### config.mk
export PLATFORM = sky130hd
export DESIGN_NAME = pti_ctrl
export DESIGN_NICKNAME = d
export VERILOG_FILES = /design/src/rtl/pti_pkg.sv /design/src/rtl/pti_ctrl.sv
export SDC_FILE = /design/constraint.sdc
export NUM_CORES = 1
export LEC_CHECK = 0
export ABC_AREA = 1
export ABC_CLOCK_PERIOD_IN_PS = 1770
export BUFFER_PORTS_ARGS = -buffer_cell sky130_fd_sc_hd__buf_4
export CORE_UTILIZATION = 25
export DETAILED_ROUTE_END_ITERATION = 7
export GPL_TIMING_DRIVEN = 1
export HOLD_SLACK_MARGIN = 0.06
export SLEW_MARGIN = 20
export SYNTH_ARGS = -nofsm -noshare
export SYNTH_HDL_FRONTEND = slang
export SYNTH_SLANG_ARGS = --single-unit
### constraint.sdc
create_clock -name clk -period 1.77 [get_ports clk]
set_input_delay 0.354 -clock clk [delete_from_list [all_inputs] [get_ports clk]]
set_output_delay 0.354 -clock clk [all_outputs]
set_load 0.05 [all_outputs]
### src/rtl/pti_pkg.sv
package pti_pkg;

	// Default pool size and fan-out
	localparam int NODES_DEF    = 4096;
	localparam int ALPHABET_DEF = 26;

	// Operation codes as they arrive on the first letter of a word
	typedef enum logic [1:0] {
		OP_INSERT = 2'd0,
		OP_SEARCH = 2'd1,
		OP_PREFIX = 2'd2,
		OP_RSVD   = 2'd3
	} op_t;

	// One input word: a single letter of a key
	typedef struct packed {
		logic [1:0] op;
		logic [4:0] letter;
		logic       last;
	} item_t;

	// One result word, one per key
	typedef struct packed {
		logic found;
		logic out_of_space;
	} result_t;

	// Controller states, one-hot
	typedef enum logic [3:0] {
		ST_IDLE  = 4'b0001,
		ST_LOOK  = 4'b0010,
		ST_ALLOC = 4'b0100,
		ST_ENDRD = 4'b1000
	} state_t;

	// Commands from controller to datapath
	typedef struct packed {
		logic latch;
		logic follow;
		logic set_lost;
		logic link;
		logic alloc;
		logic mark_end;
		logic rd_child;
		logic emit;
		logic found;
		logic oos;
	} cmd_t;

	// Status from datapath to controller
	typedef struct packed {
		logic skip;
		logic in_last;
		op_t  op;
		logic lost;
		logic present;
		logic full;
		logic last_q;
		logic end_bit;
	} sts_t;

endpackage

### src/rtl/pti_ctrl.sv
module pti_ctrl (
	input  logic          clk,
	input  logic          arst_n,
	input  logic          start,
	output logic          busy,
	input  pti_pkg::sts_t sts,
	output pti_pkg::cmd_t cmd
);

	pti_pkg::state_t state_q, state_d;

	// Advance the state
	always_ff @(posedge clk or negedge arst_n) begin
		if (!arst_n) begin
			state_q <= pti_pkg::ST_IDLE;
		end else begin
			state_q <= state_d;
		end
	end

	assign busy = (state_q != pti_pkg::ST_IDLE);

	// Decode the next step from datapath status
	always_comb begin
		state_d = state_q;
		cmd     = '0;
		unique case (state_q)
			pti_pkg::ST_IDLE: begin
				if (start) begin
					cmd.latch = 1'b1;
					if (sts.skip) begin
						// letter takes no lookup: finish the key if it ends here
						if (sts.in_last) begin
							if (sts.lost || sts.op == pti_pkg::OP_PREFIX) begin
								cmd.emit  = 1'b1;
								cmd.found = !sts.lost;
								cmd.oos   = sts.lost && sts.op == pti_pkg::OP_INSERT;
							end else begin
								state_d = pti_pkg::ST_ENDRD;
							end
						end
					end else begin
						state_d = pti_pkg::ST_LOOK;
					end
				end
			end
			pti_pkg::ST_LOOK: begin
				state_d = pti_pkg::ST_IDLE;
				if (sts.present) begin
					cmd.follow = 1'b1;
					if (sts.last_q) begin
						if (sts.op == pti_pkg::OP_PREFIX) begin
							cmd.emit  = 1'b1;
							cmd.found = 1'b1;
						end else begin
							cmd.rd_child = 1'b1;
							state_d      = pti_pkg::ST_ENDRD;
						end
					end
				end else if (sts.op != pti_pkg::OP_INSERT || sts.full) begin
					// drop the rest of the key
					cmd.set_lost = 1'b1;
					if (sts.last_q) begin
						cmd.emit = 1'b1;
						cmd.oos  = (sts.op == pti_pkg::OP_INSERT);
					end
				end else begin
					cmd.link = 1'b1;
					state_d  = pti_pkg::ST_ALLOC;
				end
			end
			pti_pkg::ST_ALLOC: begin
				cmd.alloc = 1'b1;
				if (sts.last_q) begin
					cmd.emit  = 1'b1;
					cmd.found = 1'b1;
				end
				state_d = pti_pkg::ST_IDLE;
			end
			pti_pkg::ST_ENDRD: begin
				cmd.emit = 1'b1;
				if (sts.op == pti_pkg::OP_INSERT) begin
					cmd.mark_end = 1'b1;
					cmd.found    = 1'b1;
				end else begin
					cmd.found = sts.end_bit;
				end
				state_d = pti_pkg::ST_IDLE;
			end
			default: begin
				state_d = pti_pkg::ST_IDLE;
			end
		endcase
	end

endmodule

# Yosys cells after proc, flatten, opt, wreduce, memory -nomap -nowiden
# Index checks and enable logic that the tools add are counted.
# Widths: inputs -> output; s select.
# word_totals
reg_bits	4
inputBits	12
output_inout_bits	11
word_cells	56
# op_classes
eq_ne	9
n_mux	39
n_reduce_logical	7
# op_table
op	n
$mux 4	7
$mux 3	7
$mux 1	19
$pmux 2 s4	1
$pmux 4 s2	1
$mux 2	3
$ne 3x3->1 const B	2
$eq 4x1->1 const B	1
$eq 4x2->1 const B	1
$eq 4x3->1 const B	1
$eq 4x4->1 const B	1
$ne 4x1->1 const B	1
$reduce_and 3->1	1
$eq 2x2->1 const B	1
$logic_not 2->1	1
$logic_or 1x1->1	2
$ne 2x2->1 const B	1
$pmux 1 s2	1
$reduce_bool 2->1	1
$logic_and 1x1->1	1
$logic_not 1->1	1

# Depth between registers and ports, before layout
# Gate-level depths: netlist of run 1.
# logic_depth
word_depth	7
mapped_depth	7
depth_no_buf	7

# Worst setup path after synthesis of run 1
# Ideal clock, no wire load.
# synth_path
path_type	flip-flop to output port
startpoint	reg state_q[1]
endpoint	out cmd[4] (netlist bit)
arrival_ps	1718
t_required_ps	1416
path_slack_ps	-302
stages_incl_launch_ff	4
n_path_buf	0
cell_sequence	dfrtp_1 nor2_1 nand3_1 nor3_1
# synth_rtl
item	line_no	source
from (decl)	pti_ctrl.sv:10	pti_pkg::state_t state_q, state_d;
from (signal assigned)	pti_ctrl.sv:15	state_q <= pti_pkg::ST_IDLE;
from (signal assigned)	pti_ctrl.sv:17	state_q <= state_d;
to (decl)	pti_ctrl.sv:7	output pti_pkg::cmd_t cmd

==> results by group, run 1 <==
Die
  – Die Area: 0.00222 mm2
  – Die W: 47.1 um
  – Initial Util: 0.279
  – Die height: 47.1 um
  – Row cnt: 15
  – Core area: 0.00182 mm2
  – Io pins: 23

Clock network
  – CTS tree: built
  – Worst skew pair latency: 0.24 ns
  – Root buffer cell: clkbuf_4
  – Inserted Clock Buffers: 3
  – CTS max path bufs: 2
  – # clock sinks: 4
  – Htree depth: 1
  – Clock slew at reported path FFs: 0.03 ns

Yosys
  – Post-synth top area share: 0.148
  – Synth top area cells: dfrtp_1, nor2_1, nor2_8
  – Post-Syn Nets: 95
  – Number of synthesized register bits: 4
  – Post-Syn Instances: 83
  – Library cells used by synthesis: 17
  – Synth cell count leaders: nor2_1, nand2_1, inv_1, nand3_1
  – Post-synth EDFFs: 0
  – Mapped Area: 508 um2
  – YS warnings: 0
  – Sequential element share of the synthesized area: 0.200
  – Ys flop type: dfrtp_1
  – Cell taking the most area after synthesis: dfrtp_1
  – Avg Inst Size Synth: 6.12 um2
  – Cell with the most instances after synthesis: nor2_1
  – Share of synthesized flip-flops with an asynchronous set or reset: 1.00

Power and ir drop
  – Power density cells: 1010 mW/mm2
  – Leakage power: 0.523 nW
  – Worst IR Drop VDD: 0.465 mV

GRT
  – Initial antenna violation count: 0
  – Maximum number of pins on one net before global-route repair: 7
  – Tot GR Track Use: 0.136
  – First-pass GRT wire length: 2.08 mm
  – Vias in the first global route: 541
  – GR Overflow Total: 0

Routing
  – WL final: 1.41 mm
  – Drc violations: 0
  – Vias per cell: 4.15
  – First-pass DRT Iterations: 3
  – DRT iter0 DRCs: 7
  – WL/cell: 9.78 um
  – Routed Antenna Nets: 0
  – Via Count: 597

Cells and area
  – Area growth from synthesis to layout: 76.4%
  – Nets: 132
  – Top flop regs: state_q: 4 flops
  – Share of layout cells above drive strength 1: 0.513
  – Layout Utilization: 0.492
  – Fillers: 177
  – Multi-input gate area: 379 um2
  – Largest register FFs: 4
  – # diodes: 0
  – Register area: 101 um2
  – Cell Count, Final, Fillers Out: 144
  – Biggest register: state_q

Worst setup path
  – WP data arrival: 1.46 ns
  – Crit Path Class: flop to output port
  – Crit Reg-Reg Startpoint: state_q[0]
  – Startpoint Class: flop
  – Crit Path Max Fanout: 6
  – FF-to-FF setup slack: 0.54 ns
  – Crit end category: output port
  – CP Data Required Time: 1.42 ns
  – FF-to-FF path depth: 7
  – Reg-to-reg endpoint: state_q[3]

STA
  – Tcrit/Tclk final: 1.02
  – Max-slew violations: 0
  – Final setup violation count: 4
  – RSZ-0062 raised after global routing: true
  – Final WS setup: -0.0392 ns
  – Minimum clock period: 1.81 ns
  – Fin Clk Skew: 0.0110 ns
  – Worst Tran Pin Value: 0.183 ns
  – Slew headroom: 0.878
  – Max frequency: 0.553 GHz
  – Fin Setup TNS: -0.0679 ns
  – Final-report hold violation count: 0

Flow run
  – Max Cap Viol: 0

Status
  – Status: complete, but fails checks
  – Failing checks: negative setup slack

Worst hold path
  – Hold Path Sink: state_q[1]
  – Hold depth: 2
  – Hold_sp: sts[8]
  – Tightest Hold Check Type: input pin to flop

Placed design
  – Detail Placement HPWL: 1.06 mm
  – Port bufs: 22
  – Placed Cells: 130
  – Final GP Congestion: 0.805
## worst max path at each step
| stage | slack [ns] | from | cells after the start | to |
|---|---|---|---|---|
| 6_report | -0.04 | state_q[0] | 5 | cmd[0] |
| 5_1_grt | -0.11 | state_q[0] | 5 | cmd[0] |
| 4_1_cts | -0.04 | state_q[2] | 8 | cmd[2] |
| 3_5_place_dp | 0.14 | state_q[0] | 7 | cmd[2] |
| 3_3_place_gp | 0.17 | state_q[0] | 7 | cmd[1] |
| 2_1_floorplan | 0.04 | state_q[2] | 5 | cmd[6] |
## cells in the final DEF (no fill, tap or decap), drive strengths merged, types with 2 or more instances in the layout
cell	n
o21ai	2
nand4	2
clkbuf	4
inv	19
nor3	2
nand2	21
dfrtp	3
a21oi	2
nand3	7
buf	31
nor2	24
## cells by family (layout without fill, tap and decap cells)
kind of cell | after synthesis | after routing | share of synthesized area
flip-flops | 4 | 4 | 0.200
buffers and inverters | 19 | 55 | 0.145
AO/OA/AOI/OAI | 4 | 4 | 0.0394
AND/OR/NAND/NOR | 56 | 56 | 0.616
## power by group
part           leakage, nW  internal, mW  switching, mW
sequential          0.0513         0.122         0.0236
clock               0.0150        0.0849         0.0427
combinational        0.457         0.247          0.387
## stage by stage
stage / instance area (um2) / total power, mW / worst slack (ns) / hold WS [ns]
5_1_grt: 896 / 0.974 / -0.110 / 0.303
2_1_floorplan: 522 / 0.527 / 0.0357 / 0.0584
4_1_cts: 827 / 0.871 / -0.0361 / 0.300
3_3_place_gp: 718 / 0.648 / 0.169 / 0.151
3_5_place_dp: 718 / 0.651 / 0.140 / 0.153
6_report: 896 / 0.907 / -0.0392 / 0.307
## worst max-delay path: stages (launching register included)
cell     delay (ns)
dfstp_2        0.56
nand2_4        0.07
nor2_8         0.13
nand3_2        0.09
a21oi_2        0.18
buf_6          0.18
## area by class of cell
class	count	share of cell area
clock buffer	4	0.0293
inverter	19	0.0852
multi-input combinational	60	0.423
sequential	4	0.113
tap	25	0.0349
timing repair buffer	32	0.314
## layer usage
layer / vias to the layer above / part of all wire / track usage
met1: 256 / 0.45 / 0.159
met4: 0 / 0 / 0.0171
met2: 23 / 0.50 / 0.247
met3: 0 / 0.050 / 0.0462
li1: 318 / - / -
met5: - / 0 / 0
## what timing repair did
item	CTS	global route
setup endpoints to repair	3	5
endpoints found under the hold margin	3	0
pin swaps	4	2
resized for setup	9	7
setup buffers	5	4
hold buffers	1	0
(Power assumes the default switching activity.)
==> run 2, diff against run 1 <==
- CORE_MARGIN: unset -> 2
- SKIP_CTS_REPAIR_TIMING: unset -> 1
==> results by group, run 2 (same netlist as run 1, synthesis figures left out) <==
Worst hold path
  – Hold depth: 2
  – Tightest Hold Check Type: input pin to flop

Routing
  – Vias per cell: 4.06
  – Routed Antenna Nets: 0
  – First-pass DRT Iterations: 3
  – Drc violations: 0
  – DRT iter0 DRCs: 11
  – WL final: 1.28 mm
  – Via Count: 576
  – WL/cell: 9.01 um

STA
  – RSZ-0062 raised after global routing: true
  – Max frequency: 0.556 GHz
  – Final setup violation count: 3
  – Fin Clk Skew: 0.00731 ns
  – Max-slew violations: 0
  – Worst Tran Pin Value: 0.164 ns
  – Final WS setup: -0.0297 ns
  – Minimum clock period: 1.80 ns
  – Tcrit/Tclk final: 1.02
  – Final-report hold violation count: 0
  – Slew headroom: 0.890

Clock network
  – Root buffer cell: clkbuf_4
  – Clock slew at reported path FFs: 0.04 ns
  – # clock sinks: 4
  – Htree depth: 1
  – CTS max path bufs: 2
  – CTS tree: built
  – Inserted Clock Buffers: 3
  – Worst skew pair latency: 0.24 ns

GRT
  – Vias in the first global route: 465
  – Maximum number of pins on one net before global-route repair: 8
  – Tot GR Track Use: 0.103
  – Initial antenna violation count: 0
  – First-pass GRT wire length: 1.91 mm
  – GR Overflow Total: 0

Cells and area
  – Largest register FFs: 4
  – Top flop regs: state_q: 4 flops
  – Biggest register: state_q
  – Most frequent cells in the layout: buf_4, nor2_1, nand2_1
  – Final instance area: 837 um2
  – Area growth from synthesis to layout: 64.8%
  – # diodes: 0
  – Nets: 128
  – Share of layout cells above drive strength 1: 0.478
  – Commonest non-fill, non-tap cell in the layout: buf_4

Die
  – Io pins: 23
  – Die Area: 0.00241 mm2
  – Die W: 49.1 um
  – Core area: 0.00194 mm2
  – Initial Util: 0.262
  – Row cnt: 16
  – Die height: 49.1 um

Worst setup path
  – FF-to-FF path depth: 7
  – CP Data Required Time: 1.42 ns
  – Crit end category: output port
  – Startpoint Class: flop
  – WP data arrival: 1.45 ns
  – Crit-path slowest cell: dfstp_2
  – Crit Path Class: flop to output port
  – Crit-path cells: nand2_4 > nor2_8 > nand3_1 > a21oi_2 > buf_6
  – Highest cell delay on the worst timing path: 0.56 ns
  – Crit Path Max Fanout: 6

Placed design
  – Final GP Congestion: 0.794
  – Port bufs: 22
  – Post-DP Area: 721 um2
  – Detail Placement HPWL: 1.04 mm

Flow run
  – Max Cap Viol: 0

Power and ir drop
  – Overall power: 0.863 mW
  – Worst IR Drop VDD: 0.410 mV
  – Leakage power: 0.499 nW
  – Power density cells: 1030 mW/mm2

Status
  – Status: complete, but fails checks
  – Failing checks: negative setup slack
## run 2: worst max-delay path, delay by kind of cell, from the launching register on
family / cells / cell delay, ns
flops: 1 / 0.56
simple gates: 3 / 0.31
compound gates: 1 / 0.17
buf+inv: 1 / 0.17
## run 2: layout make-up
cell class                      instances  area, um2
Clock buffer                            4       26.3
Multi-Input combinational cell         60        372
Tap cell                               27       33.8
Inverter                               19       76.3
Sequential cell                         4        101
Timing Repair Buffer                   28        228
Fill cell                             218       1100
## run 2: through the flow
| stage | setup slack, ns | cells | TNS [ns] | util | hold WS, ns |
|---|---|---|---|---|---|
| 3_3_place_gp | 0.179 | 132 | 0 | 0.371 | 0.151 |
| 2_1_floorplan | 0.0357 | 83 | 0 | - | 0.0584 |
| 3_5_place_dp | 0.157 | 132 | 0 | 0.371 | 0.151 |
| 6_report | -0.0297 | 142 | -0.0596 | 0.431 | 0.297 |
| 5_1_grt | -0.0958 | 142 | -0.273 | 0.431 | 0.301 |
| 4_1_cts | -0.0965 | 136 | -0.271 | 0.385 | -0.105 |
## run 2: path summary, 6_finish.rpt
kind / endpoint / slack [ns] / from
max reg2reg: state_q[3] / 0.48 / state_q[0]
min: state_q[1] / 0.30 / sts[8]
min in group asynchronous: state_q[2] / 0.45 / arst_n
max: cmd[0] / -0.03 / state_q[0]
min reg2reg: state_q[1] / 0.64 / state_q[0]
max in group asynchronous: state_q[0] / 1.13 / arst_n
## run 2: power breakdown
| part | leakage, nW | internal, mW | switching, mW |
|---|---|---|---|
| Clock | 0.0150 | 0.0848 | 0.0412 |
| Sequential | 0.0513 | 0.122 | 0.0257 |
| Combinational | 0.433 | 0.219 | 0.371 |
| Total | 0.499 | 0.426 | 0.438 |
## run 2: layer usage
layer | track usage | part of all wire | wire (um)
met1 | 0.140 | 0.48 | 613
met2 | 0.153 | 0.49 | 632
met3 | 0.0184 | 0.026 | 33
met4 | 0.0571 | 0 | 0
met5 | 0 | 0 | 0
==> run 3, diff against run 2 <==
- CAP_MARGIN: unset -> 10
- CORE_MARGIN: 2 -> unset
- REMOVE_ABC_BUFFERS: unset -> 1
==> results by group, run 3 (same netlist as run 1, synthesis figures left out) <==
STA
  – Final WS setup: -0.0478 ns
  – Final setup violation count: 3
  – Max-slew violations: 0
  – Slew headroom: 0.869
  – Min Hold Slack: 0.301 ns
  – Minimum clock period: 1.82 ns
  – RSZ-0062 raised after global routing: true
  – Max frequency: 0.550 GHz
  – Fin Setup TNS: -0.0841 ns
  – Tcrit/Tclk final: 1.03
  – Final-report hold violation count: 0
  – Fin Clk Skew: 0.00982 ns
  – Worst Tran Pin Value: 0.196 ns

Cells and area
  – Largest register FFs: 4
  – Area growth from synthesis to layout: 58.1%
  – Fillers: 209
  – Multi-input gate area: 344 um2
  – Register area: 101 um2
  – Commonest non-fill, non-tap cell in the layout: buf_4
  – Most frequent cells in the layout: buf_4, nor2_1, nand2_1
  – # diodes: 0
  – Share of layout cells above drive strength 1: 0.434
  – Final instance area: 803 um2
  – Cell Count, Final, Fillers Out: 138
  – Top flop regs: state_q: 4 flops
  – Biggest register: state_q
  – Nets: 126

Status
  – Status: complete, but fails checks
  – Failing checks: negative setup slack

GRT
  – Vias in the first global route: 437
  – GR Overflow Total: 0
  – Tot GR Track Use: 0.127
  – First-pass GRT wire length: 1.89 mm
  – Initial antenna violation count: 0
  – Maximum number of pins on one net before global-route repair: 8

Worst setup path
  – CP Data Required Time: 1.42 ns
  – Crit end category: output port
  – WP data arrival: 1.46 ns
  – Crit Path Max Fanout: 5
  – Crit Path Class: flop to output port
  – Startpoint Class: flop
  – FF-to-FF setup slack: 0.60 ns

Placed design
  – Port bufs: 22
  – Post-DP Area: 704 um2
  – Placed Cells: 130
  – Detail Placement HPWL: 1.05 mm
  – Final GP Congestion: 0.765

Die
  – Core area: 0.00182 mm2
  – Io pins: 23
  – Row cnt: 15
  – Die Area: 0.00222 mm2
  – Die height: 47.1 um
  – Initial Util: 0.279
  – Die W: 47.1 um

Routing
  – Routed Antenna Nets: 0
  – Drc violations: 0
  – Via Count: 575
  – DRT iter0 DRCs: 10
  – First-pass DRT Iterations: 4
  – Vias per cell: 4.17
  – WL/cell: 9.47 um
  – WL final: 1.31 mm

Power and ir drop
  – Worst IR Drop VDD: 0.818 mV
  – Leakage power: 0.475 nW
  – Overall power: 0.811 mW
  – Power density cells: 1010 mW/mm2

Flow run
  – Max Cap Viol: 0

Clock network
  – Root buffer cell: clkbuf_4
  – # clock sinks: 4
  – CTS max path bufs: 2
  – Htree depth: 1
  – Worst skew pair latency: 0.24 ns
  – CTS tree: built
  – Inserted Clock Buffers: 3
  – Clock slew at reported path FFs: 0.04 ns

Worst hold path
  – Tightest Hold Check Type: input pin to flop
==> run 3: cell count changes in the layout (fill, tap and decap cells not counted) <==
cell / change
buf_4: -5
buf_6: +3
nand2_2: +2
nand2_4: -2
nand3_1: +2
nand3_2: -2
nor2_1: +1
nor2_2: -1
nor3_1: +1
nor3_2: -1
==> run 3: per-layer routing <==
layer  share of wire  routed length [um]  GRT usage  up-vias
met4               0                   0     0.0343        0
met1            0.48                 625      0.182      257
met5               0                   0          0        -
li1                -                   -          -      306
met2            0.48                 623      0.169       12
met3           0.044                  58     0.0577        0
==> run 3: layout make-up <==
| type | count | share of cell area |
|---|---|---|
| Timing Repair Buffer | 26 | 0.279 |
| Sequential cell | 4 | 0.126 |
| Tap cell | 25 | 0.0389 |
| Multi-Input combinational cell | 60 | 0.428 |
| Inverter | 19 | 0.0950 |
| Clock buffer | 4 | 0.0327 |
==> run 3: where the power goes <==
part           switching [mW]  internal [mW]  total (mW)
Combinational           0.354          0.187       0.541
Sequential             0.0202          0.122       0.142
Clock                  0.0423         0.0849       0.127
==> run 3: worst paths after layout <==
check	end	startpoint	cells past startpoint
max in group asynchronous	state_q[0]	arst_n	2
worst min register to register	state_q[1]	state_q[0]	4
worst max register to register	state_q[3]	state_q[0]	6
worst min-delay path	state_q[1]	sts[8]	2
worst max-delay path	cmd[2]	state_q[0]	7
min in group asynchronous	state_q[2]	arst_n	2
==> run 3: critical path: stages, from the launching register on <==
cell and delay [ns]:
dfstp_2 0.54, nand2_2 0.09, nor2_8 0.12, nand2_2 0.09
nor2_2 0.10, nor2_1 0.05, nand2_1 0.08, buf_6 0.16
==> run 3: metrics by stage <==
step	util	worst slack, ns
global placement	0.387	0.159
finish	0.441	-0.0478
detailed placement	0.387	0.117
floorplan	-	-0.302
global route	0.441	-0.136
CTS	0.401	-0.142
